### src/hdl/art_pkg.sv
// ----------------------------------------------------------------------------
// art_pkg
// Types and codes shared by the address region table and its memory.
// ----------------------------------------------------------------------------
package art_pkg;

	localparam int ADDR_BITS = 39;
	localparam int FLAG_BITS = 4;
	localparam int COUNT_BITS = 6;

	// item functions
	localparam logic [1:0] FN_LOOKUP = 2'd0;
	localparam logic [1:0] FN_INSERT = 2'd1;
	localparam logic [1:0] FN_CLEAR  = 2'd2;

	// status codes
	localparam logic [1:0] ST_OK        = 2'd0;
	localparam logic [1:0] ST_BAD_RANGE = 2'd1;
	localparam logic [1:0] ST_OVERLAP   = 2'd2;
	localparam logic [1:0] ST_FULL      = 2'd3;

	typedef logic [ADDR_BITS-1:0]  addr_t;
	typedef logic [FLAG_BITS-1:0]  flags_t;
	typedef logic [COUNT_BITS-1:0] count_t;

	typedef struct packed {
		logic [1:0] func;
		addr_t      range_start;
		addr_t      range_end;
		flags_t     region_flags;
		addr_t      lookup_addr;
	} req_t;

	typedef struct packed {
		logic [1:0] status;
		logic       hit;
		logic       cache_hit;
		addr_t      hit_start;
		addr_t      hit_end;
		flags_t     hit_flags;
		count_t     region_count;
	} rsp_t;

	// one stored region
	typedef struct packed {
		addr_t  start_addr;
		addr_t  end_addr;
		flags_t flags;
	} region_t;

endpackage

### src/hdl/address_region_table.sv
// ----------------------------------------------------------------------------
// address_region_table
// Sorted table of non-overlapping address regions with lookup, insert, clear.
// ----------------------------------------------------------------------------
// Usage:
//   An item is taken on a rising edge with start high and busy low. busy stays
//   high while the item is worked on. Its single result shows on rsp for one
//   cycle with done high; the receiver must take it then.
//   Per item kind:
//     lookup answered by the last-hit copy, clear, bad range: answered from idle
//     lookup scan: one region read per cycle from the region store, compared
//       in the cycle after its read
//     insert: search up to the sorted place, then shift the tail up one entry
//       per cycle through the same read/write ports
//   A new item may be started in the cycle that done is high.
//   Reset empties the table and the last-hit copy; no clearing pass is needed
//   since only entries below the count are ever used.
// ----------------------------------------------------------------------------
module address_region_table import art_pkg::*; #(
	parameter int MAX_REGIONS = 32
) (
	input  logic clk,
	input  logic arst_n,
	input  logic start,
	input  req_t req,
	output logic busy,
	output logic done,
	output rsp_t rsp
);

	localparam int IW = (MAX_REGIONS > 1) ? $clog2(MAX_REGIONS) : 1;
	localparam int CW = $clog2(MAX_REGIONS + 1);
	localparam logic [CW-1:0] MAX_CNT = CW'(MAX_REGIONS);

	localparam logic [1:0] S_IDLE  = 2'd0;
	localparam logic [1:0] S_SCAN  = 2'd1;
	localparam logic [1:0] S_FIND  = 2'd2;
	localparam logic [1:0] S_SHIFT = 2'd3;

	logic [1:0]    state_q;
	logic [CW-1:0] cnt_q;
	logic [CW-1:0] ptr_q;
	logic [CW-1:0] pos_q;
	logic          vld_s1;
	logic [IW-1:0] idx_s1;
	logic          have_prev_q;
	addr_t         prev_end_q;
	logic          last_valid_q;
	region_t       last_q;
	req_t          req_q;
	logic          done_q;
	rsp_t          rsp_q;

	logic          accept;
	logic          issue_fwd;
	logic          issue_bwd;
	logic [CW-1:0] ptr_dec;
	logic          cache_match;
	logic          lk_hit;
	logic          ins_after;
	logic          prev_ovl;
	logic          next_ovl;
	logic          full;

	logic          ram_we;
	logic [IW-1:0] ram_waddr;
	region_t       ram_wdata;
	logic [IW-1:0] ram_raddr;
	region_t       ram_rdata;

	function automatic rsp_t mk_rsp(logic [1:0] st, logic h, logic ch, region_t r,
			logic [CW-1:0] n);
		rsp_t o;
		o.status       = st;
		o.hit          = h;
		o.cache_hit    = ch;
		o.hit_start    = r.start_addr;
		o.hit_end      = r.end_addr;
		o.hit_flags    = r.flags;
		o.region_count = count_t'(n);
		return o;
	endfunction

	assign accept    = start && (state_q == S_IDLE);
	assign busy      = (state_q != S_IDLE);
	assign done      = done_q;
	assign rsp       = rsp_q;

	assign issue_fwd = (ptr_q < cnt_q);
	assign issue_bwd = (ptr_q > pos_q);
	assign ptr_dec   = ptr_q - CW'(1);

	assign cache_match = last_valid_q && (last_q.start_addr <= req.lookup_addr)
		&& (req.lookup_addr < last_q.end_addr);
	assign lk_hit    = (ram_rdata.start_addr <= req_q.lookup_addr)
		&& (req_q.lookup_addr < ram_rdata.end_addr);
	assign ins_after = (ram_rdata.start_addr > req_q.range_start);
	assign prev_ovl  = have_prev_q && (prev_end_q > req_q.range_start);
	assign next_ovl  = (req_q.range_end > ram_rdata.start_addr);
	assign full      = (cnt_q == MAX_CNT);

	// read address: forward scan or backward shift
	always_comb begin
		if (state_q == S_SHIFT) begin
			ram_raddr = ptr_dec[IW-1:0];
		end else begin
			ram_raddr = ptr_q[IW-1:0];
		end
	end

	// shift writes entry up by one; the last write places the new region
	always_comb begin
		ram_we    = 1'b0;
		ram_waddr = idx_s1 + IW'(1);
		ram_wdata = ram_rdata;
		if (state_q == S_SHIFT) begin
			if (vld_s1) begin
				ram_we = 1'b1;
			end else if (!issue_bwd) begin
				ram_we    = 1'b1;
				ram_waddr = pos_q[IW-1:0];
				ram_wdata = '{start_addr: req_q.range_start, end_addr: req_q.range_end,
					flags: req_q.region_flags};
			end
		end
	end

	art_ram #(
		.DEPTH (MAX_REGIONS),
		.IW    (IW)
	) u_ram (
		.clk   (clk),
		.we    (ram_we),
		.waddr (ram_waddr),
		.wdata (ram_wdata),
		.raddr (ram_raddr),
		.rdata (ram_rdata)
	);

	always_ff @(posedge clk or negedge arst_n) begin
		if (!arst_n) begin
			state_q      <= S_IDLE;
			cnt_q        <= '0;
			ptr_q        <= '0;
			vld_s1       <= 1'b0;
			have_prev_q  <= 1'b0;
			last_valid_q <= 1'b0;
			done_q       <= 1'b0;
		end else begin
			done_q <= 1'b0;
			case (state_q)
				S_IDLE: begin
					vld_s1      <= 1'b0;
					have_prev_q <= 1'b0;
					ptr_q       <= '0;
					if (accept) begin
						req_q <= req;
						case (req.func)
							FN_LOOKUP: begin
								if (cache_match) begin
									done_q <= 1'b1;
									rsp_q  <= mk_rsp(ST_OK, 1'b1, 1'b1, last_q, cnt_q);
								end else if (cnt_q == '0) begin
									done_q <= 1'b1;
									rsp_q  <= mk_rsp(ST_OK, 1'b0, 1'b0, '0, cnt_q);
								end else begin
									state_q <= S_SCAN;
								end
							end
							FN_INSERT: begin
								if (req.range_start >= req.range_end) begin
									done_q <= 1'b1;
									rsp_q  <= mk_rsp(ST_BAD_RANGE, 1'b0, 1'b0, '0, cnt_q);
								end else begin
									state_q <= S_FIND;
								end
							end
							FN_CLEAR: begin
								cnt_q        <= '0;
								last_valid_q <= 1'b0;
								done_q       <= 1'b1;
								rsp_q        <= mk_rsp(ST_OK, 1'b0, 1'b0, '0, '0);
							end
							default: begin
								done_q <= 1'b1;
								rsp_q  <= mk_rsp(ST_OK, 1'b0, 1'b0, '0, cnt_q);
							end
						endcase
					end
				end
				S_SCAN: begin
					if (issue_fwd) begin
						ptr_q <= ptr_q + CW'(1);
					end
					vld_s1 <= issue_fwd;
					idx_s1 <= ptr_q[IW-1:0];
					if (vld_s1 && lk_hit) begin
						last_valid_q <= 1'b1;
						last_q       <= ram_rdata;
						done_q       <= 1'b1;
						rsp_q        <= mk_rsp(ST_OK, 1'b1, 1'b0, ram_rdata, cnt_q);
						state_q      <= S_IDLE;
					end else if (!vld_s1 && !issue_fwd) begin
						done_q  <= 1'b1;
						rsp_q   <= mk_rsp(ST_OK, 1'b0, 1'b0, '0, cnt_q);
						state_q <= S_IDLE;
					end
				end
				S_FIND: begin
					if (issue_fwd) begin
						ptr_q <= ptr_q + CW'(1);
					end
					vld_s1 <= issue_fwd;
					idx_s1 <= ptr_q[IW-1:0];
					if (vld_s1 && !ins_after) begin
						prev_end_q  <= ram_rdata.end_addr;
						have_prev_q <= 1'b1;
					end else if (vld_s1 || !issue_fwd) begin
						// sorted place found: first entry above the new start, or the end
						if (prev_ovl || (vld_s1 && next_ovl)) begin
							done_q  <= 1'b1;
							rsp_q   <= mk_rsp(ST_OVERLAP, 1'b0, 1'b0, '0, cnt_q);
							state_q <= S_IDLE;
						end else if (full) begin
							done_q  <= 1'b1;
							rsp_q   <= mk_rsp(ST_FULL, 1'b0, 1'b0, '0, cnt_q);
							state_q <= S_IDLE;
						end else begin
							pos_q   <= vld_s1 ? CW'(idx_s1) : cnt_q;
							ptr_q   <= cnt_q;
							vld_s1  <= 1'b0;
							state_q <= S_SHIFT;
						end
					end
				end
				S_SHIFT: begin
					if (issue_bwd) begin
						ptr_q <= ptr_dec;
					end
					vld_s1 <= issue_bwd;
					idx_s1 <= ptr_dec[IW-1:0];
					if (!vld_s1 && !issue_bwd) begin
						cnt_q   <= cnt_q + CW'(1);
						done_q  <= 1'b1;
						rsp_q   <= mk_rsp(ST_OK, 1'b0, 1'b0, '0, cnt_q + CW'(1));
						state_q <= S_IDLE;
					end
				end
				default: begin
					state_q <= S_IDLE;
				end
			endcase
		end
	end

	a_cnt_bound: assert property (@(posedge clk) disable iff (!arst_n)
		cnt_q <= MAX_CNT)
		else $error("region count above table size");

	a_done_idle: assert property (@(posedge clk) disable iff (!arst_n)
		done_q |-> (state_q == S_IDLE))
		else $error("result shown while still working");

	a_cache_implies_hit: assert property (@(posedge clk) disable iff (!arst_n)
		(done_q && rsp_q.cache_hit) |-> (rsp_q.hit && rsp_q.status == ST_OK))
		else $error("cached answer without hit");

	a_shift_not_full: assert property (@(posedge clk) disable iff (!arst_n)
		(state_q == S_SHIFT) |-> !full)
		else $error("shift started on a full table");

	a_item_progress: assert property (@(posedge clk) disable iff (!arst_n)
		accept |=> (done_q || state_q != S_IDLE))
		else $error("accepted item dropped");

endmodule

### src/hdl/art_ram.sv
// ----------------------------------------------------------------------------
// art_ram
// Region store: one write port, one read port, registered read data.
// ----------------------------------------------------------------------------
module art_ram import art_pkg::*; #(
	parameter int DEPTH = 32,
	parameter int IW    = 5
) (
	input  logic          clk,
	input  logic          we,
	input  logic [IW-1:0] waddr,
	input  region_t       wdata,
	input  logic [IW-1:0] raddr,
	output region_t       rdata
);

	region_t mem [DEPTH];

	always_ff @(posedge clk) begin
		if (we) begin
			mem[waddr] <= wdata;
		end
	end

	always_ff @(posedge clk) begin
		rdata <= mem[raddr];
	end

endmodule
### config.mk
export PLATFORM = sky130hd
export DESIGN_NAME = address_region_table
export DESIGN_NICKNAME = d
export VERILOG_FILES = /design/src/hdl/art_pkg.sv /design/src/hdl/address_region_table.sv /design/src/hdl/art_ram.sv
export SDC_FILE = /design/constraint.sdc
export NUM_CORES = 2
export LEC_CHECK = 0
export BUFFER_PORTS_ARGS = -buffer_cell sky130_fd_sc_hd__buf_2
export CAP_MARGIN = 40
export CORE_MARGIN = 3
export CORE_UTILIZATION = 59
export CTS_BUF_LIST = sky130_fd_sc_hd__clkbuf_8
export DETAILED_ROUTE_END_ITERATION = 8
export GPL_TIMING_DRIVEN = 0
export PLACE_DENSITY = 0.79
export SLEW_MARGIN = 0
export SYNTH_ARGS = -nofsm -noshare
export SYNTH_HDL_FRONTEND = slang
export SYNTH_SLANG_ARGS = --single-unit
### constraint.sdc
create_clock -name clk -period 7.8 [get_ports clk]
set_input_delay 0.78 -clock clk [delete_from_list [all_inputs] [get_ports clk]]
set_output_delay 0.78 -clock clk [all_outputs]
set_load 0.02 [all_outputs]
---- Word-level counts from Yosys, hierarchy flattened ----
Memories as Yosys holds them, arrays and structs flattened. A register that Yosys moved wholly into a read port is not among the register bits.
Index checks and enable logic that the tools add are counted.
storage, ports and cells
  register bits after elaboration ......... 363
  latch bits .............................. 0
  memory bits (writable) .................. 2624
  ROM bits ................................ 0
  output and inout bits ................... 94
  word-level logic and storage cells ...... 175
  memories kept ........................... 1
memories
  name       words  bits a word  read ports  clocked after memory_dff  write ports  RTL line       source
  u_ram.mem  32     82           1           1                         1            art_ram.sv:17  region_t mem [DEPTH];
cells by class
  add/sub/neg operators ................... 4
  multiply operators ...................... 0
  div/mod/pow operators ................... 0
  magnitude comparators ................... 10
  equality and inequality tests ........... 22
  shifts and indexed selects .............. 0
  muxes and demuxes ....................... 75
  bitwise operators ....................... 3
  reduce and logical (&&, ||, !) cells .... 35
operator list
  kind                                                            number
  92-bit two-way mux                                              11
  92-bit one-hot mux with 4 select lines                          1
  92-bit one-hot mux with 3 select lines                          1
  82-bit two-way mux                                              3
  39-bit > comparator                                             3
  39-bit less-or-equal comparator                                 2
  39-bit < comparator                                             2
  6-bit two-way mux                                               9
  39-bit greater-or-equal comparator                              1
  5-bit two-way mux                                               5
  1-bit two-way mux                                               24
  6-bit one-hot mux with 4 select lines                           1
  2-bit two-way mux                                               11
  3-bit != test (second input constant)                           6
  9-bit AND reduction                                             2
  6-bit by 1-bit adder with 6-bit output (second input constant)  2
  2-bit != test (second input constant)                           6
  6-bit one-hot mux with 2 select lines                           1
  1-bit logical AND                                               10
  5-bit one-hot mux with 2 select lines                           1
  2-bit nonzero test                                              5
  3-bit AND reduction                                             3
  1-bit one-hot mux with 4 select lines                           2
  2-bit one-hot mux with 4 select lines                           1
  other kinds (21)                                                36

---- Depth between registers and ports, before layout ----
  depth after elaboration ................. 7
  depth in mapped cells ................... 13
  depth with buffers taken out ............ 11

---- By module ----
From an unflattened synthesis, not the netlist that was laid out.
second synthesis, totals
  cell total of the unflattened synthesis .. 6798
  area total of the unflattened synthesis .. 123230.7 um2
by module, submodules not included
  module                instances  cells an instance  area an instance (um2)  sequential area each (um2)
  art_ram               1          4814               101377.2                80437.1
  address_region_table  1          1984               21853.5                 10810.4

---- Worst setup path before layout ----
No wires, ideal clock.
  path type ............................... input port to flip-flop
  start point ............................. input port req[62] (netlist name)
  end point ............................... register rsp_q, in the netlist rsp[0] (enable)
  library setup time ...................... 573 ps
  data arrival time ....................... 7232 ps
  required time ........................... 7227 ps
  slack ................................... -5 ps
  cell stages on the path ................. 10
  path buffers ............................ 0
  path through ............................ inv_1 -> ha_1 -> nand4_1 -> or4_1 -> or3_1 -> a211oi_2 -> o31ai_1 -> o2111a_1 -> or3b_1 -> a21oi_1
on the way
  cells in the longest elaborated chain, start to end .. 3
ends and longest elaborated chain
  element                               RTL line                     source
  from (decl)                           address_region_table.sv:25   input req_t req,
  39-bit greater-or-equal comparator    address_region_table.sv:171  if (req.range_start >= req.range_end) begin
  3-bit != test (no source line)        --
  9-bit AND reduction (no source line)  --
  to (signal assigned)                  address_region_table.sv:173  rsp_q <= mk_rsp(ST_BAD_RANGE, 1'b0, 1'b0, '0, cnt_q);
  to (signal assigned)                  address_region_table.sv:182  rsp_q <= mk_rsp(ST_OK, 1'b0, 1'b0, '0, '0);
  to (signal assigned)                  address_region_table.sv:186  rsp_q <= mk_rsp(ST_OK, 1'b0, 1'b0, '0, cnt_q);
  to (decl)                             address_region_table.sv:52   rsp_t rsp_q;
No other way between the ends.
A chain may end at the register's enable or synchronous reset.

---- Worst setup path after layout ----
  start point ............................. register state_q[1]
  end point ............................... register u_ram.rdata[80] (netlist name)
on the way
  cells in the longest elaborated chain, start to end .. 2
ends and longest elaborated chain
  element                 RTL line                     source
  from (decl)             address_region_table.sv:40   logic [1:0] state_q;
  from (signal assigned)  address_region_table.sv:142  state_q <= S_IDLE;
  from (signal assigned)  address_region_table.sv:167  state_q <= S_SCAN;
  from (signal assigned)  address_region_table.sv:175  state_q <= S_FIND;
  2-bit equality test     address_region_table.sv:104  if (state_q == S_SHIFT) begin
  5-bit two-way mux       address_region_table.sv:104
No other way between the ends.

==> impl_metrics.json <==
{
  "min_path_cells": 4,
  "gp_congestion": 0.998,
  "startpoint_type": "flop",
  "worst_pin_slew_ns": 1.09,
  "synth_area_per_cell_um2": 17.9,
  "power-per-cell-area_mw_per_mm2": 364,
  "port_buffers": 219,
  "tns_ns": 0,
  "cp_max_fo": 10,
  "r2r_setup_slack_ns": 2.75,
  "final_area_mm2": 0.145,
  "ys_top_cells_by_count": "2969 x edfxtp_1, 933 x nand2_1, 656 x mux4_2, 542 x nand3_1, 327 x ha_1",
  "clockBufferDepth": 4,
  "dr.pass1.iters": 6,
  "rr_endpoint": "u_ram.rdata[80]$_DFF_P_",
  "status": "complete, no violations",
  "grt_pass1_wl_um": 553000,
  "yosys_warnings": 0,
  "clk_latency_ns": 1.18,
  "timing.rr.start": "state_q[1]$_DFFE_PN0P_",
  "leakage_nw": 50.9,
  "start_util": 0.595,
  "area_growth_pct": 17.3,
  "syn_area_mm2": 0.124,
  "final_max_slew_viol_count": 0,
  "grt_usage": 0.371,
  "drv_cap": 0,
  "path_clk_slew_ns": 0.07,
  "dieHeight_um": 464,
  "cts_root_buf": "clkbuf_8",
  "ys_top_cells_by_area": "edfxtp_1 72%, mux4_2 12%, ha_1 3.3%, nand2_1 2.8%, nand3_1 2.2%",
  "post_cts_resized": 0,
  "min_to": "last_valid_q$_DFFE_PN0P_",
  "hp-class": "primary input to flop",
  "crit_buf_inv": 7,
  "fin_cells": 11300,
  "post-cts-setup-buffer-count": 0,
  "clock.fmax_mhz": 198,
  "synth-seq-area-share": 0.738,
  "syn_inst": 6925,
  "post-route-period-util": 0.647,
  "yosys.area.top_type": "edfxtp_1",
  "critical_path_class": "flop to flop",
  "wire_per_inst_um": 35.1,
  "avgViaCountPerCell": 6.66,
  "hold_ws_ns": 0.136,
  "route.detailed.drc": 0,
  "synth_seq_cells": 3069,
  "finalHoldViolCount": 0,
  "fin_nets": 8544,
  "grt_max_degree": 65,
  "slowest_stage": "clkbuf_2",
  "antenna_found_initial": 34,
  "rsz0062_at_grt": "no",
  "drt-initial-drc-count": 12700,
  "dieArea_mm2": 0.215,
  "arrival_ns": 6.09,
  "routed_wl_um": 397000,
  "layout_min_cycle_time_ns": 5.05,
  "min-delay-start": "req[121]",
  "rows": 167,
  "place_area_mm2": 0.135,
  "ant_nets": 0,
  "grt_pass1_vias": 74600,
  "skew_ns": 0.117,
  "htree_num_levels": 5,
  "syn-num-nets": 7378,
  "vias": 75100,
  "yosys.cell_types.count": 79,
  "clock_sinks": 3069,
  "worstPathCellList": "clkbuf_1, nand2_1, inv_2, buf_2, ha_1, buf_2, clkbuf_2, buf_1, buf_8, mux4_2, nand2_1, nand3_1, nand3_1, nand2_1",
  "synth_edf_count": 2969,
  "crit_family": "buffers and inverters",
  "ir_drop_mv": 0.219,
  "cts_buffers": 471,
  "setup_viol": 0,
  "crit_required_ns": 8.84,
  "die_w_um": 464,
  "cts_tree": "built",
  "grt.overflow.total": 0,
  "reg2reg_depth": 14,
  "place_hpwl_um": 287000,
  "cp_slowest_stage_delay_ns": 0.75,
  "ys_async_sr_fraction": 0.00587,
  "synth_top_area_share": 0.721,
  "synth_flop_cell": "edfxtp_1",
  "end_kind": "flop",
  "io_pins": 220,
  "relSlewSlack": 0.276,
  "cpMostUsedCell": "nand2_1",
  "yosysMostFrequentCell": "edfxtp_1",
  "place_inst": 10300,
  "drive_gt1_frac": 0.245,
  "core_mm2": 0.208
}
## worst max path at each step
stage	cells after the start	endpoint	startpoint	slack [ns]
finish	14	u_ram.rdata[80]$_DFF_P_	state_q[1]$_DFFE_PN0P_	2.75
global route	16	u_ram.mem[8][16]$_DFFE_PP_	ptr_q[0]$_DFFE_PN0P_	2.66
CTS	16	u_ram.mem[8][8]$_DFFE_PP_	ptr_q[0]$_DFFE_PN0P_	2.89
detailed placement	10	rsp[39]$_DFFE_PP_	req[120]	2.49
global placement	12	u_ram.mem[14][25]$_DFFE_PP_	ptr_q[0]$_DFFE_PN0P_	-5.02
floorplan	11	u_ram.mem[0][0]$_DFFE_PP_	ptr_q[4]$_DFFE_PN0P_	1.54
## area by class of cell
class	count	area [um2]
diodes	29	72.6
multi-input cells	3228	30400
clock inverters	362	1930
well taps	2788	3490
plain buffers	322	1370
inverters	306	1150
repair buffers	693	8510
fillers	12400	62700
clock buffers	493	6790
flip-flops and latches	3069	91200
## routing by layer
metal	share of wire	vias up	global-route usage	wire, um
li1	-	29800	-	-
met1	0.33	37700	0.473	131000
met2	0.45	6356	0.549	178000
met3	0.14	1255	0.117	54900
met4	0.082	20	0.254	32700
met5	0.00033	-	0	130
## stage by stage
stage               utilization  power (mW)  worst slack [ns]
floorplan                     -        31.7              1.54
global placement          0.617        37.9             -5.02
detailed placement        0.650        39.8              2.49
CTS                       0.697        52.2              2.89
global route              0.698        54.3              2.66
finish                    0.698        52.7              2.75
## state kept, by name, indices dropped and copies added, names as in the netlist
name,count
u_ram.mem,2624
idx_s1,5
cnt_q,6
vld_s1,1
last_valid_q,1
prev_end_q,39
state_q,2
rsp,92
ptr_q,6
pos_q,6
have_prev_q,1
done,1
req_q,121
u_ram.rdata,82
last_q,82
## layout by cell type, fill, tap and decap left out, types with 9 or more instances in the layout
cell type      instances
clkbuf_1             113
nor2_4                32
clkinvlp_4            18
a21o_1                26
clkinv_1             120
a21oi_1              108
nand2_1              933
dfxtp_1               82
a211oi_1              25
ha_1                 327
nand3_1              542
buf_6                 48
o21ai_2               80
nand4_1               47
buf_2                330
bufinv_16             15
dfrtp_1               18
nand2b_1              12
buf_12               112
and3_1                12
o211ai_1              10
edfxtp_1            2969
mux4_2               656
a22o_1                84
nor3_1                19
o21ai_1               13
clkbuf_8             493
diode_2               29
buf_1                 80
nor2_1                72
inv_1                448
o31ai_1                9
clkbuf_2              22
buf_16                48
o21ai_0               72
xor2_1                10
clkinv_2              61
dlygate4sd3_1        123
buf_8                136
nor4_1                10
## power by group
part | internal (mW) | switching [mW]
combinational | 6.05 | 11.4
clock | 6.33 | 6.27
sequential | 21.5 | 1.13
total | 33.9 | 18.8
## tightest hold or removal path: cells and delay by family
family	cells	cell delay, ns
simple gates	2	0.24
buf+inv	1	0.10
compound gates	1	0.14
## kinds of logic after synthesis
group / Yosys count / synth area share
xor+xnor: 14 / 0.000992
buf+inv: 628 / 0.0201
simple gates: 1723 / 0.0610
mux: 661 / 0.120
fa+ha+maj: 327 / 0.0331
flops: 3069 / 0.738
compound gates: 503 / 0.0268
## repair_timing
item                                    CTS  global route
hold buffers                            123             0
hold endpoints to repair                141             0
endpoints found under the setup margin    0             0
Power figures use the tool's default switching activity.
